[config.mk]
export PLATFORM = sky130hd
export DESIGN_NAME = script_lexer_token_classifier
export DESIGN_NICKNAME = d
export VERILOG_FILES = /design/src/sltc_pkg.sv /design/src/sltc_step.sv /design/src/script_lexer_token_classifier.sv
export SDC_FILE = /design/constraint.sdc
export NUM_CORES = 1
export LEC_CHECK = 0
export CORE_MARGIN = 2
export CORE_UTILIZATION = 50
export CTS_BUF_LIST = sky130_fd_sc_hd__clkbuf_4 sky130_fd_sc_hd__clkbuf_8
export CTS_CLUSTER_DIAMETER = 40
export DETAILED_ROUTE_END_ITERATION = 8
export DONT_BUFFER_PORTS = 1
export GPL_ROUTABILITY_DRIVEN = 1
export GPL_TIMING_DRIVEN = 0
export PLACE_DENSITY = 0.72
export SLEW_MARGIN = 20
export SYNTH_ARGS = -nofsm -noshare
export SYNTH_HDL_FRONTEND = slang
export SYNTH_HIERARCHICAL = 1
export SYNTH_SLANG_ARGS = --single-unit
[constraint.sdc]
create_clock -name clk_i -period 8.05 [get_ports clk_i]
set_input_delay 0 -clock clk_i [delete_from_list [all_inputs] [get_ports clk_i]]
set_output_delay 0 -clock clk_i [all_outputs]
set_load 0.02 [all_outputs]
[src/sltc_pkg.sv]
// package for the script lexer token classifier: scanner states, token kinds, transition logic
`timescale 1ns / 1ps

package sltc_pkg;

  typedef enum logic [5:0] {
    ST_START  = 6'd0,
    ST_DOT    = 6'd1,
    ST_DDOT   = 6'd2,
    ST_LBR    = 6'd3,
    ST_RBR    = 6'd4,
    ST_LCB    = 6'd5,
    ST_RCB    = 6'd6,
    ST_SEMI   = 6'd7,
    ST_PLUS   = 6'd8,
    ST_COMMA  = 6'd9,
    ST_MUL    = 6'd10,
    ST_MINUS  = 6'd11,
    ST_QMARK  = 6'd12,
    ST_NUM    = 6'd13,
    ST_EXP0   = 6'd14,
    ST_EXP1   = 6'd15,
    ST_DEC0   = 6'd16,
    ST_DEC1   = 6'd17,
    ST_DIV    = 6'd18,
    ST_CSL    = 6'd19,
    ST_CML    = 6'd20,
    ST_CMLE   = 6'd21,
    ST_DOLLAR = 6'd22,
    ST_VAR    = 6'd23,
    ST_EXCL   = 6'd24,
    ST_NE0    = 6'd25,
    ST_NE1    = 6'd26,
    ST_ASSIGN = 6'd27,
    ST_EQ0    = 6'd28,
    ST_EQ1    = 6'd29,
    ST_IDENT  = 6'd30,
    ST_GT     = 6'd31,
    ST_GE     = 6'd32,
    ST_LT     = 6'd33,
    ST_LE     = 6'd34,
    ST_STR0   = 6'd35,
    ST_STR1   = 6'd36,
    ST_ESC0   = 6'd37,
    ST_ESC1   = 6'd38,
    ST_OCT    = 6'd39,
    ST_HEX0   = 6'd40,
    ST_HEX1   = 6'd41,
    ST_HEX2   = 6'd42,
    ST_TAG0   = 6'd43,
    ST_TAG1   = 6'd44,
    ST_TAG2   = 6'd45,
    ST_TAG3   = 6'd46,
    ST_TAG4   = 6'd47,
    ST_TAGEND = 6'd48,
    ST_FAIL   = 6'd63
  } scan_state_e;

  typedef enum logic [4:0] {
    KIND_ERROR     = 5'd0,
    KIND_END       = 5'd1,
    KIND_DOT       = 5'd2,
    KIND_COLON     = 5'd3,
    KIND_LPAREN    = 5'd4,
    KIND_RPAREN    = 5'd5,
    KIND_LBRACE    = 5'd6,
    KIND_RBRACE    = 5'd7,
    KIND_SEMI      = 5'd8,
    KIND_PLUS      = 5'd9,
    KIND_COMMA     = 5'd10,
    KIND_MUL       = 5'd11,
    KIND_MINUS     = 5'd12,
    KIND_INT       = 5'd13,
    KIND_DECIMAL   = 5'd14,
    KIND_EXPONENT  = 5'd15,
    KIND_DIV       = 5'd16,
    KIND_QMARK     = 5'd17,
    KIND_CLOSE_TAG = 5'd18,
    KIND_VAR       = 5'd19,
    KIND_NE        = 5'd20,
    KIND_EQ        = 5'd21,
    KIND_IDENT     = 5'd22,
    KIND_GT        = 5'd23,
    KIND_GE        = 5'd24,
    KIND_LT        = 5'd25,
    KIND_ASSIGN    = 5'd26,
    KIND_LE        = 5'd27,
    KIND_OPEN_TAG  = 5'd28,
    KIND_STRING    = 5'd29
  } token_kind_e;

  localparam int unsigned LenW = 12;

  typedef struct packed {
    token_kind_e      kind;
    logic [LenW-1:0]  len;
    logic             last;
  } token_t;

  function automatic logic is_space(logic [7:0] c);
    return (c inside {[8'd9:8'd13], 8'd32});
  endfunction

  function automatic logic is_digit(logic [7:0] c);
    return (c inside {["0":"9"]});
  endfunction

  function automatic logic is_alpha(logic [7:0] c);
    return (c inside {["a":"z"], ["A":"Z"]});
  endfunction

  function automatic logic is_alnum(logic [7:0] c);
    return is_alpha(c) || is_digit(c);
  endfunction

  function automatic logic is_quote(logic [7:0] c);
    return (c inside {"\"", 8'd39});
  endfunction

  function automatic logic is_strch(logic [7:0] c);
    return ((c > 8'd31) && (c != "$")) || is_space(c);
  endfunction

  function automatic scan_state_e advance(scan_state_e s, logic [7:0] c);
    scan_state_e r;
    r = ST_FAIL;
    case (s)
      ST_START: begin
        if (is_space(c)) r = ST_START;
        else if (is_alpha(c)) r = ST_IDENT;
        else if (is_digit(c)) r = ST_NUM;
        else if (is_quote(c)) r = ST_STR0;
        else begin
          case (c)
            "-":     r = ST_MINUS;
            "*":     r = ST_MUL;
            ",":     r = ST_COMMA;
            "+":     r = ST_PLUS;
            ";":     r = ST_SEMI;
            "}":     r = ST_RCB;
            "{":     r = ST_LCB;
            ")":     r = ST_RBR;
            "(":     r = ST_LBR;
            ".":     r = ST_DOT;
            "/":     r = ST_DIV;
            "?":     r = ST_QMARK;
            "$":     r = ST_DOLLAR;
            "!":     r = ST_EXCL;
            "=":     r = ST_ASSIGN;
            ">":     r = ST_GT;
            ":":     r = ST_DDOT;
            "<":     r = ST_LT;
            default: r = ST_FAIL;
          endcase
        end
      end
      ST_QMARK: r = (c == ">") ? ST_TAGEND : ST_FAIL;
      ST_NUM: begin
        if (is_digit(c)) r = ST_NUM;
        else if (c == ".") r = ST_DEC0;
        else if (c inside {"e", "E"}) r = ST_EXP0;
      end
      ST_EXP0, ST_EXP1: r = is_digit(c) ? ST_EXP1 : ST_FAIL;
      ST_DEC0: r = is_digit(c) ? ST_DEC1 : ST_FAIL;
      ST_DEC1: begin
        if (is_digit(c)) r = ST_DEC1;
        else if (c inside {"e", "E"}) r = ST_EXP0;
      end
      ST_DIV: begin
        if (c == "/") r = ST_CSL;
        else if (c == "*") r = ST_CML;
      end
      ST_CSL:  r = (c == 8'd10) ? ST_START : ST_CSL;
      ST_CML:  r = (c == "*") ? ST_CMLE : ST_CML;
      ST_CMLE: r = (c == "/") ? ST_START : ST_CML;
      ST_DOLLAR: r = is_alnum(c) ? ST_VAR : ST_FAIL;
      ST_VAR, ST_IDENT: r = (is_alnum(c) || c == "_") ? s : ST_FAIL;
      ST_EXCL:   r = (c == "=") ? ST_NE0 : ST_FAIL;
      ST_NE0:    r = (c == "=") ? ST_NE1 : ST_FAIL;
      ST_ASSIGN: r = (c == "=") ? ST_EQ0 : ST_FAIL;
      ST_EQ0:    r = (c == "=") ? ST_EQ1 : ST_FAIL;
      ST_GT:     r = (c == "=") ? ST_GE : ST_FAIL;
      ST_LT: begin
        if (c == "?") r = ST_TAG0;
        else if (c == "=") r = ST_LE;
      end
      ST_STR0: begin
        if (is_quote(c)) r = ST_STR1;
        else if (c == "\\") r = ST_ESC0;
        else if (is_strch(c)) r = ST_STR0;
      end
      ST_ESC0: begin
        if (c inside {"\\", "\"", "n", "t", "$", 8'd39}) r = ST_ESC1;
        else if (c == "x") r = ST_HEX0;
        else if (c inside {["0":"3"]}) r = ST_OCT;
        else r = ST_STR0;
      end
      ST_ESC1: begin
        if (is_quote(c)) r = ST_STR1;
        else if (is_strch(c)) r = ST_STR0;
      end
      ST_OCT: begin
        if (is_quote(c)) r = ST_STR1;
        else if (c inside {["0":"7"]}) r = ST_OCT;
      end
      ST_HEX0: begin
        if (is_quote(c)) r = ST_STR1;
        else if (is_alnum(c)) r = ST_HEX1;
      end
      ST_HEX1: begin
        if (is_quote(c)) r = ST_STR1;
        else if (is_alnum(c)) r = ST_HEX2;
      end
      ST_HEX2: begin
        if (is_quote(c)) r = ST_STR1;
        else if ((c > 8'd31) && (c != "$")) r = ST_STR0;
      end
      ST_TAG0: r = (c == "p") ? ST_TAG1 : ST_FAIL;
      ST_TAG1: r = (c == "h") ? ST_TAG2 : ST_FAIL;
      ST_TAG2: r = (c == "p") ? ST_TAG3 : ST_FAIL;
      ST_TAG3: r = is_space(c) ? ST_TAG4 : ST_FAIL;
      default: r = ST_FAIL;
    endcase
    return r;
  endfunction

  function automatic token_kind_e kind_of(scan_state_e s);
    token_kind_e k;
    case (s)
      ST_DOT:    k = KIND_DOT;
      ST_DDOT:   k = KIND_COLON;
      ST_LBR:    k = KIND_LPAREN;
      ST_RBR:    k = KIND_RPAREN;
      ST_LCB:    k = KIND_LBRACE;
      ST_RCB:    k = KIND_RBRACE;
      ST_SEMI:   k = KIND_SEMI;
      ST_PLUS:   k = KIND_PLUS;
      ST_COMMA:  k = KIND_COMMA;
      ST_MUL:    k = KIND_MUL;
      ST_MINUS:  k = KIND_MINUS;
      ST_NUM:    k = KIND_INT;
      ST_DEC1:   k = KIND_DECIMAL;
      ST_EXP1:   k = KIND_EXPONENT;
      ST_DIV:    k = KIND_DIV;
      ST_QMARK:  k = KIND_QMARK;
      ST_TAGEND: k = KIND_CLOSE_TAG;
      ST_VAR:    k = KIND_VAR;
      ST_NE1:    k = KIND_NE;
      ST_EQ1:    k = KIND_EQ;
      ST_IDENT:  k = KIND_IDENT;
      ST_GT:     k = KIND_GT;
      ST_GE:     k = KIND_GE;
      ST_LT:     k = KIND_LT;
      ST_ASSIGN: k = KIND_ASSIGN;
      ST_LE:     k = KIND_LE;
      ST_TAG4:   k = KIND_OPEN_TAG;
      ST_STR1:   k = KIND_STRING;
      default:   k = KIND_ERROR;
    endcase
    return k;
  endfunction

endpackage

[src/sltc_step.sv]
// one scanner step: next state, next length count and up to two tokens for one byte
`timescale 1ns / 1ps

module sltc_step #(
  parameter int unsigned MAX_LEXEME = 4095
) (
  input  sltc_pkg::scan_state_e                   state_i,
  input  logic [$clog2(MAX_LEXEME+1)-1:0]         count_i,
  input  logic [7:0]                              char_code_i,
  input  logic                                    end_mark_i,
  output sltc_pkg::scan_state_e                   state_o,
  output logic [$clog2(MAX_LEXEME+1)-1:0]         count_o,
  output logic [1:0]                              tok_num_o,
  output sltc_pkg::token_t                        tok0_o,
  output sltc_pkg::token_t                        tok1_o
);
  import sltc_pkg::*;

  localparam int unsigned CntW = $clog2(MAX_LEXEME + 1);
  localparam logic [CntW-1:0] CntMax = CntW'(MAX_LEXEME);

  scan_state_e        first_nxt;
  scan_state_e        retry_nxt;
  scan_state_e        base_state;
  logic               cut;
  logic               fail;
  logic [CntW-1:0]    base_count;
  logic [CntW-1:0]    bumped;
  token_t             cut_tok;
  token_t             err_tok;

  always_comb begin
    first_nxt  = advance(state_i, char_code_i);
    cut        = (first_nxt == ST_FAIL) && (state_i != ST_START);
    retry_nxt  = cut ? advance(ST_START, char_code_i) : first_nxt;
    fail       = (retry_nxt == ST_FAIL);
    base_state = cut ? ST_START : state_i;
    base_count = cut ? '0 : count_i;

    // comment bodies do not add to the length
    if (base_state inside {ST_CSL, ST_CML, ST_CMLE}) begin
      bumped = base_count;
    end else if (base_count < CntMax) begin
      bumped = base_count + CntW'(1);
    end else begin
      bumped = CntMax;
    end

    cut_tok.kind = kind_of(state_i);
    cut_tok.len  = LenW'(count_i);
    cut_tok.last = ~fail;
    err_tok.kind = KIND_ERROR;
    err_tok.len  = LenW'(1);
    err_tok.last = 1'b1;

    tok1_o = err_tok;
    if (end_mark_i) begin
      state_o      = ST_START;
      count_o      = '0;
      tok_num_o    = 2'd1;
      tok0_o.kind  = (state_i == ST_START) ? KIND_END : kind_of(state_i);
      tok0_o.len   = (state_i == ST_START) ? '0 : LenW'(count_i);
      tok0_o.last  = 1'b1;
    end else begin
      if (fail) begin
        state_o = ST_START;
        count_o = '0;
      end else begin
        state_o = retry_nxt;
        count_o = (retry_nxt == ST_START) ? '0 : bumped;
      end
      tok_num_o = {1'b0, cut} + {1'b0, fail};
      tok0_o    = cut ? cut_tok : err_tok;
    end
  end

endmodule

[src/script_lexer_token_classifier.sv]
// top level of the script lexer token classifier: input stage, scanner state, token queue
//
// usage
//   s_axis carries one source byte per transaction in tdata, or an end-of-input
//   mark in tuser. m_axis carries the tokens: kind and lexeme length in tdata,
//   tlast marks the final token caused by one input transaction.
//   a byte that ends the pending token and cannot start a new one gives two
//   tokens; whitespace between tokens, comment bytes and bytes that extend a token give none.
// flow
//   a byte accepted into the input stage is scanned once the token queue has
//   room; its tokens are registered in the queue and then shown on m_axis.
//   one byte per cycle is sustained while m_axis takes tokens; a byte that
//   gives two tokens stalls the next byte, set by the three-entry token queue
//   that takes a new byte only while it holds at most one token.
// reset
//   the scanner returns to the start state with a zero length count and the
//   input stage and token queue are emptied.
// stall
//   while m_axis is stalled the queue fills and s_axis tready drops; nothing
//   is lost and scanning resumes once tokens are taken.
`timescale 1ns / 1ps

module script_lexer_token_classifier #(
  parameter int unsigned MAX_LEXEME = 4095
) (
  input  logic        clk_i,
  input  logic        rst_ni,
  input  logic        s_axis_tvalid_i,
  output logic        s_axis_tready_o,
  input  logic [7:0]  s_axis_tdata_i,   // [7:0] char_code
  input  logic        s_axis_tuser_i,   // [0] end_mark
  output logic        m_axis_tvalid_o,
  input  logic        m_axis_tready_i,
  output logic [23:0] m_axis_tdata_o,   // [4:0] token_kind, [16:5] lexeme_length, zero pad
  output logic        m_axis_tlast_o    // last_of_run
);
  import sltc_pkg::*;

  localparam int unsigned CntW = $clog2(MAX_LEXEME + 1);
  localparam int unsigned QDepth = 3;

  // input stage
  logic             in_vld_q;
  logic [7:0]       in_char_q;
  logic             in_end_q;
  logic             fire;
  logic             in_take;

  // scanner state
  scan_state_e      state_q, state_d;
  logic [CntW-1:0]  count_q, count_d;

  // token queue, slot 0 is the head
  token_t           slot_q [QDepth];
  token_t           slot_d [QDepth];
  logic [1:0]       qcnt_q, qcnt_d;
  logic [1:0]       qcnt_pop;
  logic             pop;
  logic             push;

  logic [1:0]       tok_num;
  token_t           tok0;
  token_t           tok1;

  assign fire            = in_vld_q && (qcnt_q <= 2'd1);
  assign s_axis_tready_o = ~in_vld_q || fire;
  assign in_take         = s_axis_tvalid_i && s_axis_tready_o;

  always_ff @(posedge clk_i or negedge rst_ni) begin
    if (!rst_ni) begin
      in_vld_q <= 1'b0;
    end else if (in_take) begin
      in_vld_q <= 1'b1;
    end else if (fire) begin
      in_vld_q <= 1'b0;
    end
  end

  always_ff @(posedge clk_i) begin
    if (in_take) begin
      in_char_q <= s_axis_tdata_i;
      in_end_q  <= s_axis_tuser_i;
    end
  end

  sltc_step #(
    .MAX_LEXEME (MAX_LEXEME)
  ) u_step (
    .state_i     (state_q),
    .count_i     (count_q),
    .char_code_i (in_char_q),
    .end_mark_i  (in_end_q),
    .state_o     (state_d),
    .count_o     (count_d),
    .tok_num_o   (tok_num),
    .tok0_o      (tok0),
    .tok1_o      (tok1)
  );

  always_ff @(posedge clk_i or negedge rst_ni) begin
    if (!rst_ni) begin
      state_q <= ST_START;
      count_q <= '0;
    end else if (fire) begin
      state_q <= state_d;
      count_q <= count_d;
    end
  end

  assign pop  = m_axis_tvalid_o && m_axis_tready_i;
  assign push = fire && (tok_num != 2'd0);

  always_comb begin
    qcnt_pop  = qcnt_q - {1'b0, pop};
    slot_d[0] = pop ? slot_q[1] : slot_q[0];
    slot_d[1] = pop ? slot_q[2] : slot_q[1];
    slot_d[2] = slot_q[2];
    for (int i = 0; i < QDepth; i++) begin
      if (push && (2'(i) == qcnt_pop)) begin
        slot_d[i] = tok0;
      end else if (push && (tok_num == 2'd2) && (2'(i) == qcnt_pop + 2'd1)) begin
        slot_d[i] = tok1;
      end
    end
    qcnt_d = qcnt_pop + (fire ? tok_num : 2'd0);
  end

  always_ff @(posedge clk_i or negedge rst_ni) begin
    if (!rst_ni) begin
      qcnt_q <= '0;
    end else begin
      qcnt_q <= qcnt_d;
    end
  end

  always_ff @(posedge clk_i) begin
    for (int i = 0; i < QDepth; i++) begin
      slot_q[i] <= slot_d[i];
    end
  end

  assign m_axis_tvalid_o = (qcnt_q != 2'd0);
  assign m_axis_tdata_o  = {7'd0, slot_q[0].len, slot_q[0].kind};
  assign m_axis_tlast_o  = slot_q[0].last;

  // assertions
  a_start_zero : assert property (@(posedge clk_i) disable iff (!rst_ni)
    (state_q == ST_START) |-> (count_q == '0))
    else $error("start state with nonzero length count");

  a_no_fail_state : assert property (@(posedge clk_i) disable iff (!rst_ni)
    state_q != ST_FAIL)
    else $error("scanner holds the fail state");

  a_count_sat : assert property (@(posedge clk_i) disable iff (!rst_ni)
    count_q <= CntW'(MAX_LEXEME))
    else $error("length count beyond saturation");

  a_end_resets : assert property (@(posedge clk_i) disable iff (!rst_ni)
    (fire && in_end_q) |=> (state_q == ST_START && count_q == '0))
    else $error("end of input did not return scanner to start");

  a_queue_room : assert property (@(posedge clk_i) disable iff (!rst_ni)
    qcnt_q <= 2'(QDepth))
    else $error("token queue overflow");

endmodule

[Yosys cells after proc, flatten, opt, wreduce, memory -nomap -nowiden]
Memory sizes are Yosys's and may differ from the RTL's.
Cells that the tools add are included.
Word-level totals
  latch bits: 0
  memory bits (writable): 54
  input bits: 13
  logic and storage cells: 212
  output and inout bits: 27
  flip-flop bits (word level): 30
  ROM bits: 640
  memories: 3
Memories
  (no name shown): depth 64, bits a word 5, read ports 1, clocked after Yosys merged registers in 0, write ports 0, RTL line sltc_pkg.sv:229  | case (s)
  (no name shown): depth 64, bits a word 5, read ports 1, clocked after Yosys merged registers in 0, write ports 0, RTL line sltc_pkg.sv:229
  slot_q: depth 3, bits a word 18, read ports 3, clocked after Yosys merged registers in 0, write ports 3, RTL line script_lexer_token_classifier.sv:54  | token_t slot_q [QDepth];
Operators by class
  shift operators: 0
  $lt $le $gt $ge: 13
  divide/modulo/power cells: 0
  multipliers: 0
  reductions and logical operators: 39
  multiplexer cells: 72
  eq/ne operators: 72
  bitwise gates (word level): 2
  add/subtract/negate cells: 5
Operator list (number)
  $mux W6: 32
  $mux W18: 10
  $pmux W6 S29: 1
  $eq A8 B6 Y1 const B: 19
  $pmux W6 S18: 1
  $eq A6 B5 Y1 const B: 17
  $eq A8 B7 Y1 const B: 11
  $eq A6 B6 Y1 const B: 14
  $mux W12: 7
  $mux W5: 14
  $eq A6 B4 Y1 const B: 4
  $le A8 B6 Y1 const B: 3
  $logic_and A1 B1 Y1: 19
  $ge A8 B7 Y1 const B: 2
  $le A8 B7 Y1 const B: 2
  $reduce_bool A2 Y1: 7
  $add A12 B1 Y12 const B: 1
  $logic_not A6 Y1: 2
  $lt A12 B12 Y1 const B: 1
  $reduce_bool A6 Y1: 2
  $eq A8 B4 Y1 const B: 1
  $ge A8 B4 Y1 const B: 1
  $ge A8 B6 Y1 const B: 1
  $gt A8 B5 Y1 const B: 1
  19 further kinds: 30

[Logic depth before layout (Yosys ltp)]
Gate-level depths: netlist (run 1).
  depth in word-level cells: 20
  gate-level depth with buffers: 22
  gate-level depth less buffers: 19

[Hierarchy]
The synthesis (run 1) kept the hierarchy.
Modules (own cells, without submodules)
  script_lexer_token_classifier: times used 1, cells an instance 379, area an instance 4332.9 µm², sequential area each 2417.3 µm²
  sltc_step: times used 1, cells an instance 546, area an instance 3403.3 µm², sequential area each 0.0 µm²

[Least setup slack after synthesis (run 1)]
Ideal clock, no wire load.
  path type: flip-flop to flip-flop
  from: reg, netlist name state_q[0]
  to: mem slot_q[0][0] (netlist name), enable pin
  library setup time: 399 ps
  path buffers: 5
  arrival time: 5382 ps
  path slack: 2269 ps
  stages on the path, launching flop included: 21
  path through: dfrtp_1 inv_1 ha_1 clkbuf_1 nor4b_1 nor4_1 a211oi_1 o2111ai_1 nor3b_1 and4_1 or4_4 nand2b_1 buf_6 inv_2 ha_1 or2_2 buf_6 or3b_1 clkbuf_1 clkbuf_1 o211ai_1
RTL lines (RTL line)
  to (decl): script_lexer_token_classifier.sv:54

==> impl_results.html, run 1 <==
<table>
<tr><th>Metric</th><th>Value</th></tr>
<tr><th colspan="2">Synth</th></tr>
<tr><td>Share of synthesized flip-flops with an asynchronous set or reset</td><td>25.00%</td></tr>
<tr><td>Post-synth design cell area</td><td>7736 um^2</td></tr>
<tr><td>Number of enable-type register cells in the synthesized netlist</td><td>63</td></tr>
<tr><td>Number of unique standard cell types used by synthesis</td><td>87</td></tr>
<tr><td>Biggest area contributors in the synthesized netlist</td><td>edfxtp_1 24%, dfrtp_1 6.8%, mux2_2 5.4%</td></tr>
<tr><td>Share of the yosys chip area belonging to registers</td><td>31.25%</td></tr>
<tr><td>Ys flop type</td><td>edfxtp_1</td></tr>
<tr><td>Top cells by instance count after synthesis</td><td>71 x o21ai_0, 63 x edfxtp_1, 58 x nor2_1</td></tr>
<tr><td>Count of mapped cells out of synthesis</td><td>925</td></tr>
<tr><td>Most frequently used cell type in the post-synthesis netlist</td><td>o21ai_0</td></tr>
<tr><td>Flip-flop and latch count after synthesis</td><td>84</td></tr>
<tr><td>Ys Warns</td><td>6</td></tr>
<tr><td>Area share of the largest cell type after synthesis</td><td>24.45%</td></tr>
<tr><td>Yosys top cell by area</td><td>edfxtp_1</td></tr>
<tr><td>Synthesized area divided by synthesized cell count</td><td>8.363 um^2</td></tr>
<tr><th colspan="2">Timing</th></tr>
<tr><td>Upper clock frequency limit</td><td>145.0 MHz</td></tr>
<tr><td>Final sum of negative setup slack</td><td>0 ns</td></tr>
<tr><td>Number of max-slew violations in the final report</td><td>0</td></tr>
<tr><td>Worst hold slack</td><td>0.09468 ns</td></tr>
<tr><td>Portion of the clock cycle consumed by the worst path in the final layout</td><td>85.65%</td></tr>
<tr><td>Final critical-path required period</td><td>6.895 ns</td></tr>
<tr><td>Worst relative slew slack</td><td>26.10%</td></tr>
<tr><td>Least-Margin Pin Slew</td><td>1.094 ns</td></tr>
<tr><td>Worst Clk Skew</td><td>0.01081 ns</td></tr>
<tr><td>Unrepaired setup endpoints after global routing</td><td>false</td></tr>
<tr><td>Setup Viol. Count Final</td><td>0</td></tr>
<tr><td>Hold Violations, Final</td><td>0</td></tr>
<tr><th colspan="2">Hold path</th></tr>
<tr><td>Number of cells on the worst hold path</td><td>1</td></tr>
<tr><td>Hold path endpoint</td><td>in_end_q$_DFFE_PP_</td></tr>
<tr><td>Start point of the worst hold path</td><td>s_axis_tvalid_i</td></tr>
<tr><td>Class of the tightest hold or removal check</td><td>input port to flip-flop</td></tr>
<tr><th colspan="2">GRT</th></tr>
<tr><td>Number of global-route vias before repair</td><td>6838</td></tr>
<tr><td>Pin count of the biggest net entering global routing</td><td>22</td></tr>
<tr><td>Total congestion overflow</td><td>0</td></tr>
<tr><td>Global-route usage over all layers</td><td>28.88%</td></tr>
<tr><td>Global-route wire length before repair</td><td>37.55 mm</td></tr>
<tr><td>Number of antenna violations at the first check in global routing</td><td>0</td></tr>
<tr><th colspan="2">Placed design</th></tr>
<tr><td>Detailed-placement wirelength estimate</td><td>17.53 mm</td></tr>
<tr><td>IO Port Bufs</td><td>0</td></tr>
<tr><td>Gp weighted congestion</td><td>0.9740</td></tr>
<tr><td>Cell Area, Placed</td><td>8099 um^2</td></tr>
<tr><th colspan="2">Clock tree</th></tr>
<tr><td>H-Tree Depth</td><td>3</td></tr>
<tr><td>Clock tree from TritonCTS</td><td>done</td></tr>
<tr><td>Skew-Pair Late Insertion Delay</td><td>0.36 ns</td></tr>
<tr><td>Clk sinks</td><td>84</td></tr>
<tr><td>Cts repair resizes</td><td>0</td></tr>
<tr><td>Clock input transition at the sequential cells of the worst setup and hold paths</td><td>0.08 ns</td></tr>
<tr><td>Clock buffer count from CTS</td><td>9</td></tr>
<tr><td>Cell at the root of the clock tree</td><td>clkbuf_8</td></tr>
<tr><td>Max Root-Sink Buffers</td><td>2</td></tr>
<tr><th colspan="2">Power and ir drop</th></tr>
<tr><td>Static power due to leakage</td><td>2.907 nW</td></tr>
<tr><td>Final Power</td><td>3.418 mW</td></tr>
<tr><td>Worst-case vdd ir drop</td><td>0.2220 mV</td></tr>
<tr><td>Power density over the cells</td><td>406.0 nW/um^2</td></tr>
<tr><th colspan="2">Setup path</th></tr>
<tr><td>Setup slack on the worst flop-to-flop path</td><td>1.15 ns</td></tr>
<tr><td>Type of destination of the critical path</td><td>flip-flop</td></tr>
<tr><td>Crit Path Category</td><td>flip-flop to flip-flop</td></tr>
<tr><td>Cell family contributing the most delay on the critical path</td><td>simple AND/OR/NAND/NOR gates</td></tr>
<tr><td>Cell type of the slowest stage on the worst timing path</td><td>or4_4</td></tr>
<tr><td>Reg-to-reg endpoint</td><td>slot_q[0][1]$_DFFE_PP_</td></tr>
<tr><td>Count of buffering cells on the critical path with inverters included</td><td>8</td></tr>
<tr><td>Startpoint type of the worst setup path</td><td>flip-flop</td></tr>
<tr><td>Cell breakdown of the critical path</td><td>inv_1 -&gt; ha_1 -&gt; clkbuf_1 -&gt; nor2_1 -&gt; a31oi_1 -&gt; a211oi_1 -&gt; o2111ai_1 -&gt; nor3b_1 -&gt; and4_1 -&gt; or4_4 -&gt; nand2b_1 -&gt; buf_6 -&gt; inv_2 -&gt; ha_1 -&gt; or2_2 -&gt; buf_6 -&gt; or3b_1 -&gt; clkbuf_1 -&gt; clkbuf_1 -&gt; o211ai_1 -&gt; buf_4</td></tr>
<tr><td>Biggest cell delay along the critical path</td><td>0.56 ns</td></tr>
<tr><td>FF-to-FF path depth</td><td>21</td></tr>
<tr><td>Required @ worst endpoint</td><td>8.13 ns</td></tr>
<tr><td>Most frequent cell on the critical path</td><td>clkbuf_1</td></tr>
<tr><td>Start of the worst register-to-register path</td><td>state_q[1]$_DFFE_PN0N_</td></tr>
<tr><td>Instance count on the critical path</td><td>21</td></tr>
<tr><td>Worst EP arrival</td><td>6.97 ns</td></tr>
<tr><td>Worst Path Max Fanout</td><td>10</td></tr>
<tr><th colspan="2">Route</th></tr>
<tr><td>First-pass DRT Iterations</td><td>8</td></tr>
<tr><td>Via count normalized by instance count</td><td>6.504</td></tr>
<tr><td>Antenna-violating nets left</td><td>0</td></tr>
<tr><td>Final Routed Wirelength</td><td>23.92 mm</td></tr>
<tr><td>Number of vias in the routed layout</td><td>7597</td></tr>
<tr><td>DRC errors left</td><td>0</td></tr>
<tr><td>Violation count after the first detailed-route iteration</td><td>1041</td></tr>
<tr><td>Average detailed-routed wire length per instance</td><td>20.48 um</td></tr>
<tr><th colspan="2">Layout</th></tr>
<tr><td>Final instance area</td><td>8418 um^2</td></tr>
<tr><td>Share of cells above drive strength 1</td><td>16.84%</td></tr>
<tr><td>Area of combinational cells with multiple inputs</td><td>4529 um^2</td></tr>
<tr><td>Filler cell count in the final layout</td><td>1434</td></tr>
<tr><td>Ant. Diodes</td><td>0</td></tr>
<tr><td>Area added between synthesis and finish</td><td>8.814%</td></tr>
<tr><td>Total area of sequential cells</td><td>2417 um^2</td></tr>
<tr><td>Final layout net count</td><td>997</td></tr>
<tr><th colspan="2">Floorplan</th></tr>
<tr><td>Vertical die dimension</td><td>128.4 um</td></tr>
<tr><td>Horizontal die dimension</td><td>128.4 um</td></tr>
<tr><td>Number of placement rows</td><td>45</td></tr>
<tr><td>Number of primary I/O pins</td><td>40</td></tr>
<tr><td>Floorplan Core Area</td><td>15150 um^2</td></tr>
<tr><td>Area enclosed by the die boundary</td><td>16480 um^2</td></tr>
<tr><td>Starting Density</td><td>51.08%</td></tr>
<tr><th colspan="2">Flow run</th></tr>
<tr><td>Max-cap violations</td><td>0</td></tr>
<tr><th colspan="2">Status</th></tr>
<tr><td>Status</td><td>finished, final reports clean</td></tr>
</table>
-- placed cells by master (no fill, tap or decap), types with 18 or more instances in the layout --
cell type | netlist | layout
o21ai_0 | 71 | 71
edfxtp_1 | 63 | 63
nor2_1 | 58 | 58
nand2_1 | 51 | 51
clkbuf_1 | 50 | 50
buf_4 | 43 | 47
nor4_1 | 46 | 46
a31oi_1 | 44 | 44
nand3_1 | 38 | 38
a21oi_1 | 39 | 38
mux2_2 | 37 | 37
inv_1 | 33 | 33
conb_1 | 3 | 25
or3_1 | 24 | 24
nor3_1 | 24 | 24
nor2b_1 | 23 | 23
nand2b_1 | 22 | 22
dfrtp_1 | 21 | 21
buf_2 | 17 | 18
-- sequential cells by signal (all words and copies together), names as in the netlist --
| register | cells |
|---|---|
| in_end_q | 1 |
| count_q | 12 |
| state_q | 6 |
| in_vld_q | 1 |
| in_char_q | 8 |
| qcnt_q | 2 |
| slot_q | 54 |
-- worst register-to-register path, stage by stage (launching register included) --
cell	delay, ns
dfrtp_1	0.53
inv_1	0.20
ha_1	0.30
clkbuf_1	0.31
nor2_1	0.26
a31oi_1	0.12
a211oi_1	0.49
o2111ai_1	0.37
nor3b_1	0.28
and4_1	0.18
or4_4	0.56
nand2b_1	0.21
buf_6	0.17
inv_2	0.15
ha_1	0.25
or2_2	0.31
buf_6	0.14
or3b_1	0.36
clkbuf_1	0.26
clkbuf_1	0.31
o211ai_1	0.55
buf_4	0.28
-- cells by family (layout without fill, tap and decap cells) --
group | Yosys count | after routing | share of synthesized area, %
AND/OR/NAND/NOR | 372 | 372 | 28.03
AO/OA/AOI/OAI | 243 | 243 | 20.56
buffers and inverters | 162 | 195 | 11.39
flip-flops | 84 | 84 | 31.25
multiplexers | 43 | 43 | 6.162
adder cells (fa/ha/maj) | 9 | 9 | 1.456
XOR/XNOR | 9 | 9 | 1.019
other | 3 | 25 | 0.1456
-- worst max-delay path by stage --
stage                     slack, ns                      end                   start
after floorplan                2.27   slot_q[0][0]$_DFFE_PP_  state_q[0]$_DFFE_PN0N_
after global placement         0.58  slot_q[0][24]$_DFFE_PP_  state_q[1]$_DFFE_PN0N_
after detailed placement       1.34   slot_q[0][6]$_DFFE_PP_  state_q[1]$_DFFE_PN0N_
after CTS                      1.30   slot_q[0][5]$_DFFE_PP_  state_q[1]$_DFFE_PN0N_
after global routing           0.91  slot_q[0][33]$_DFFE_PP_  state_q[1]$_DFFE_PN0N_
final                          1.15   slot_q[0][1]$_DFFE_PP_  state_q[1]$_DFFE_PN0N_
-- repair_timing --
action,in CTS,in global routing
hold buffers,11,1
hold endpoints to repair,31,21
setup buffers,0,0
-- routing by layer --
layer  share of wire [%]  vias up  track usage [%]
met4                 1.3        0            5.301
met5                   0        -                0
met3                  10       40            5.613
li1                    -     3515                -
met1                  44     3555            43.42
met2                  44      487            43.62
-- where the power goes --
part | internal [mW] | switching (mW) | leakage, nW
clock | 0.161 | 0.152 | 0.102
sequential | 0.676 | 0.0669 | 0.872
combinational | 0.812 | 1.55 | 1.93
total | 1.65 | 1.77 | 2.91
-- stage by stage --
stage | utilization (%) | setup slack [ns] | cells
after floorplan | - | 2.269 | 947
after global placement | 53.18 | 0.5810 | 1135
after detailed placement | 53.47 | 1.336 | 1140
after CTS | 55.51 | 1.296 | 1167
after global routing | 55.58 | 0.9073 | 1168
final | 55.58 | 1.155 | 1168
-- final cells by class --
cell class                 count  share of cell area, %
buffer                       128                  8.948
timing repair buffer          17                  1.858
multi-input combinational    701                  53.80
clock buffer                  14                  1.917
tap                          188                  2.794
clock inverter                 2                 0.4459
sequential                    84                  28.72
inverter                      34                  1.516
Note: power is estimated with default switching activity, not from simulation.
==> run 2, diff against run 1 <==
- CAP_MARGIN: default -> 25
- REMOVE_ABC_BUFFERS: default -> 1
==> impl_results.html, run 2 (synthesis gave the netlist of run 1 again) <==
<table>
<tr><th>Metric</th><th>Value</th></tr>
<tr><th colspan="2">Power and ir drop</th></tr>
<tr><td>Worst-case vdd ir drop</td><td>0.4946 mV (+120%)</td></tr>
<tr><td>Static power due to leakage</td><td>2.535 nW (-13%)</td></tr>
<tr><td>Power density over the cells</td><td>399.5 nW/um^2 (-1.6%)</td></tr>
<tr><th colspan="2">Timing</th></tr>
<tr><td>Number of max-slew violations in the final report</td><td>0 (unchanged)</td></tr>
<tr><td>Setup Viol. Count Final</td><td>0 (unchanged)</td></tr>
<tr><td>Unrepaired setup endpoints after global routing</td><td>false</td></tr>
<tr><td>Worst hold slack</td><td>0.08671 ns (-0.007973 ns)</td></tr>
<tr><td>Upper clock frequency limit</td><td>132.6 MHz (-8.6%)</td></tr>
<tr><td>Final critical-path required period</td><td>7.544 ns (+0.6490 ns)</td></tr>
<tr><td>Least-Margin Pin Slew</td><td>1.077 ns (-0.01753 ns)</td></tr>
<tr><td>Final sum of negative setup slack</td><td>0 ns (unchanged)</td></tr>
<tr><td>Portion of the clock cycle consumed by the worst path in the final layout</td><td>93.72% (+8.1 points)</td></tr>
<tr><td>Worst relative slew slack</td><td>27.28% (+1.2 points)</td></tr>
<tr><td>Worst Clk Skew</td><td>0.007705 ns (-0.003106 ns)</td></tr>
<tr><td>Hold Violations, Final</td><td>0 (unchanged)</td></tr>
<tr><th colspan="2">Setup path</th></tr>
<tr><td>End point of the critical path</td><td>slot_q[0][33]$_DFFE_PP_</td></tr>
<tr><td>FF-to-FF path depth</td><td>20 (-4.8%)</td></tr>
<tr><td>Most frequent cell on the critical path</td><td>buf_4</td></tr>
<tr><td>Instance count on the critical path</td><td>20 (-4.8%)</td></tr>
<tr><td>Cell breakdown of the critical path</td><td>inv_1 -&gt; ha_1 -&gt; nor4b_1 -&gt; nor4_1 -&gt; a211oi_1 -&gt; o2111ai_1 -&gt; nor3b_1 -&gt; and4_1 -&gt; or4_4 -&gt; nand2b_1 -&gt; inv_2 -&gt; ha_1 -&gt; or2_2 -&gt; nor2_4 -&gt; buf_12 -&gt; or3_1 -&gt; o211ai_1 -&gt; buf_4 -&gt; buf_4 -&gt; buf_4</td></tr>
<tr><td>Biggest cell delay along the critical path</td><td>0.67 ns (+0.11 ns)</td></tr>
<tr><td>Reg-to-reg endpoint</td><td>slot_q[0][33]$_DFFE_PP_</td></tr>
<tr><td>Required @ worst endpoint</td><td>8.17 ns (+0.04 ns)</td></tr>
<tr><td>Worst Path Max Fanout</td><td>33 (+23)</td></tr>
<tr><td>Worst EP arrival</td><td>7.67 ns (+0.70 ns)</td></tr>
<tr><td>Start point of the critical path</td><td>state_q[0]$_DFFE_PN0N_</td></tr>
<tr><td>Start of the worst register-to-register path</td><td>state_q[0]$_DFFE_PN0N_</td></tr>
<tr><td>Cell family contributing the most delay on the critical path</td><td>simple AND/OR/NAND/NOR gates</td></tr>
<tr><td>Cell type of the slowest stage on the worst timing path</td><td>or3_1</td></tr>
<tr><td>Setup slack on the worst flop-to-flop path</td><td>0.51 ns (-0.65 ns)</td></tr>
<tr><td>Startpoint type of the worst setup path</td><td>flip-flop</td></tr>
<tr><td>Crit Path Category</td><td>flip-flop to flip-flop</td></tr>
<tr><td>Type of destination of the critical path</td><td>flip-flop</td></tr>
<tr><td>Count of buffering cells on the critical path with inverters included</td><td>6 (-2)</td></tr>
<tr><th colspan="2">Route</th></tr>
<tr><td>Via count normalized by instance count</td><td>6.690 (+2.8%)</td></tr>
<tr><td>Final Routed Wirelength</td><td>20.86 mm (-13%)</td></tr>
<tr><td>Antenna-violating nets left</td><td>0 (unchanged)</td></tr>
<tr><td>Number of vias in the routed layout</td><td>7004 (-7.8%)</td></tr>
<tr><td>Average detailed-routed wire length per instance</td><td>19.93 um (-2.7%)</td></tr>
<tr><td>Violation count after the first detailed-route iteration</td><td>795 (-24%)</td></tr>
<tr><td>DRC errors left</td><td>0 (unchanged)</td></tr>
<tr><td>First-pass DRT Iterations</td><td>5 (-3)</td></tr>
<tr><th colspan="2">Clock tree</th></tr>
<tr><td>Clock tree from TritonCTS</td><td>done</td></tr>
<tr><td>CTS hold repair buffers</td><td>11 (unchanged)</td></tr>
<tr><td>Setup Buffers After CTS</td><td>0 (unchanged)</td></tr>
<tr><td>Cell at the root of the clock tree</td><td>clkbuf_8</td></tr>
<tr><td>H-Tree Depth</td><td>3 (unchanged)</td></tr>
<tr><td>Max Root-Sink Buffers</td><td>2 (unchanged)</td></tr>
<tr><td>Clk sinks</td><td>84 (unchanged)</td></tr>
<tr><td>Cts repair resizes</td><td>0 (unchanged)</td></tr>
<tr><td>Skew-Pair Late Insertion Delay</td><td>0.36 ns (about the same)</td></tr>
<tr><td>Clock input transition at the sequential cells of the worst setup and hold paths</td><td>0.08 ns (about the same)</td></tr>
<tr><td>Clock buffer count from CTS</td><td>9 (unchanged)</td></tr>
<tr><th colspan="2">Hold path</th></tr>
<tr><td>Class of the tightest hold or removal check</td><td>input port to flip-flop</td></tr>
<tr><th colspan="2">Status</th></tr>
<tr><td>Status</td><td>finished, final reports clean</td></tr>
<tr><th colspan="2">Layout</th></tr>
<tr><td>Area added between synthesis and finish</td><td>0.4853%</td></tr>
<tr><td>Ant. Diodes</td><td>0 (unchanged)</td></tr>
<tr><td>Final Core Density</td><td>51.33% (-4.3 points)</td></tr>
<tr><td>Non-filler instance count after layout</td><td>1047 (-10%)</td></tr>
<tr><td>Top library cells by usage in the layout, fill and taps aside</td><td>71 x o21ai_0, 63 x edfxtp_1, 57 x nor2_1</td></tr>
<tr><td>Biggest regs</td><td>slot_q x54, count_q x12, in_char_q x8</td></tr>
<tr><td>Register with the most flip-flops</td><td>slot_q</td></tr>
<tr><td>Share of cells above drive strength 1</td><td>12.22% (-4.6 points)</td></tr>
<tr><td>Filler cell count in the final layout</td><td>1398 (-2.5%)</td></tr>
<tr><td>Max FFs per register</td><td>54 (unchanged)</td></tr>
<tr><td>Final instance area</td><td>7774 um^2 (-7.7%)</td></tr>
<tr><td>Final layout net count</td><td>876 (-12%)</td></tr>
<tr><td>Leading cell type in the layout, fill and taps excluded</td><td>o21ai_0</td></tr>
<tr><th colspan="2">Placed design</th></tr>
<tr><td># placed instances</td><td>1019 (-11%)</td></tr>
<tr><td>Detailed-placement wirelength estimate</td><td>13.81 mm (-21%)</td></tr>
<tr><td>IO Port Bufs</td><td>0 (unchanged)</td></tr>
<tr><td>Gp weighted congestion</td><td>0.9737 (about the same)</td></tr>
<tr><td>Cell Area, Placed</td><td>7462 um^2 (-7.9%)</td></tr>
<tr><th colspan="2">Floorplan</th></tr>
<tr><td>Floorplan Core Area</td><td>15150 um^2 (unchanged)</td></tr>
<tr><td>Horizontal die dimension</td><td>128.4 um (unchanged)</td></tr>
<tr><td>Number of placement rows</td><td>45 (unchanged)</td></tr>
<tr><td>Number of primary I/O pins</td><td>40 (unchanged)</td></tr>
<tr><td>Vertical die dimension</td><td>128.4 um (unchanged)</td></tr>
<tr><td>Starting Density</td><td>51.08% (unchanged)</td></tr>
<tr><td>Area enclosed by the die boundary</td><td>16480 um^2 (unchanged)</td></tr>
<tr><th colspan="2">GRT</th></tr>
<tr><td>Total congestion overflow</td><td>0 (unchanged)</td></tr>
<tr><td>Global-route wire length before repair</td><td>33.69 mm (-10%)</td></tr>
<tr><td>Number of global-route vias before repair</td><td>6516 (-4.7%)</td></tr>
<tr><td>Pin count of the biggest net entering global routing</td><td>60 (+170%)</td></tr>
<tr><td>Number of antenna violations at the first check in global routing</td><td>0 (unchanged)</td></tr>
<tr><td>Global-route usage over all layers</td><td>25.13% (-3.8 points)</td></tr>
<tr><th colspan="2">Flow run</th></tr>
<tr><td>Max-cap violations</td><td>0 (unchanged)</td></tr>
</table>
## run 2: worst reg2reg max path: cells and delay by family (launching register included)
kind,cells,cell delay [ns]
flops,1,0.61
buf+inv,6,1.33
simple gates,9,3.36
compound gates,3,1.26
fa+ha+maj,2,0.77
## run 2: report_power, final
part	total, mW	internal [mW]	switching [mW]
clock network	0.299	0.147	0.152
logic	1.90	0.639	1.27
registers	0.902	0.680	0.222
total	3.11	1.47	1.64
## run 2: cell type report
cell class                      instances  area (um^2)  share of cell area [%]
Clock inverter                          6        65.06                  0.8370
Tap cell                              188        235.2                   3.026
Clock buffer                           10        131.4                   1.690
Multi-Input combinational cell        701         4562                   58.68
Timing Repair Buffer                   24        234.0                   3.010
Inverter                               34        127.6                   1.642
Sequential cell                        84         2419                   31.11
## run 2: worst min path at each step
stage	cells after the start	slack (ns)	end	from
finish	1	0.09	in_char_q[2]$_DFFE_PP_	s_axis_tvalid_i
global route	1	0.1	in_end_q$_DFFE_PP_	s_axis_tvalid_i
CTS	1	0.07	in_end_q$_DFFE_PP_	s_axis_tvalid_i
detailed placement	0	-0.29	qcnt_q[0]$_DFF_PN0_	rst_ni
global placement	0	-0.29	qcnt_q[0]$_DFF_PN0_	rst_ni
floorplan	0	-0.30	count_q[0]$_DFFE_PN0N_	rst_ni
## run 2: metrics by stage
| step | setup slack (ns) | power [mW] |
|---|---|---|
| after floorplan | 1.437 | 2.159 |
| after global placement | -1.006 | 2.649 |
| after detailed placement | 0.8094 | 2.756 |
| after CTS | 0.7339 | 3.068 |
| after global routing | 0.3183 | 3.312 |
| final | 0.5058 | 3.106 |
## run 2: per-layer routing
metal / vias up / part of all wire (%) / wire length, um / global-route usage, %
li1: 3276 / - / - / -
met5: - / 0 / 0 / 0
met1: 3338 / 44 / 9280 / 36.18
met4: 0 / 1.4 / 297 / 6.852
met3: 30 / 7.8 / 1635 / 4.158
met2: 360 / 46 / 9651 / 39.33
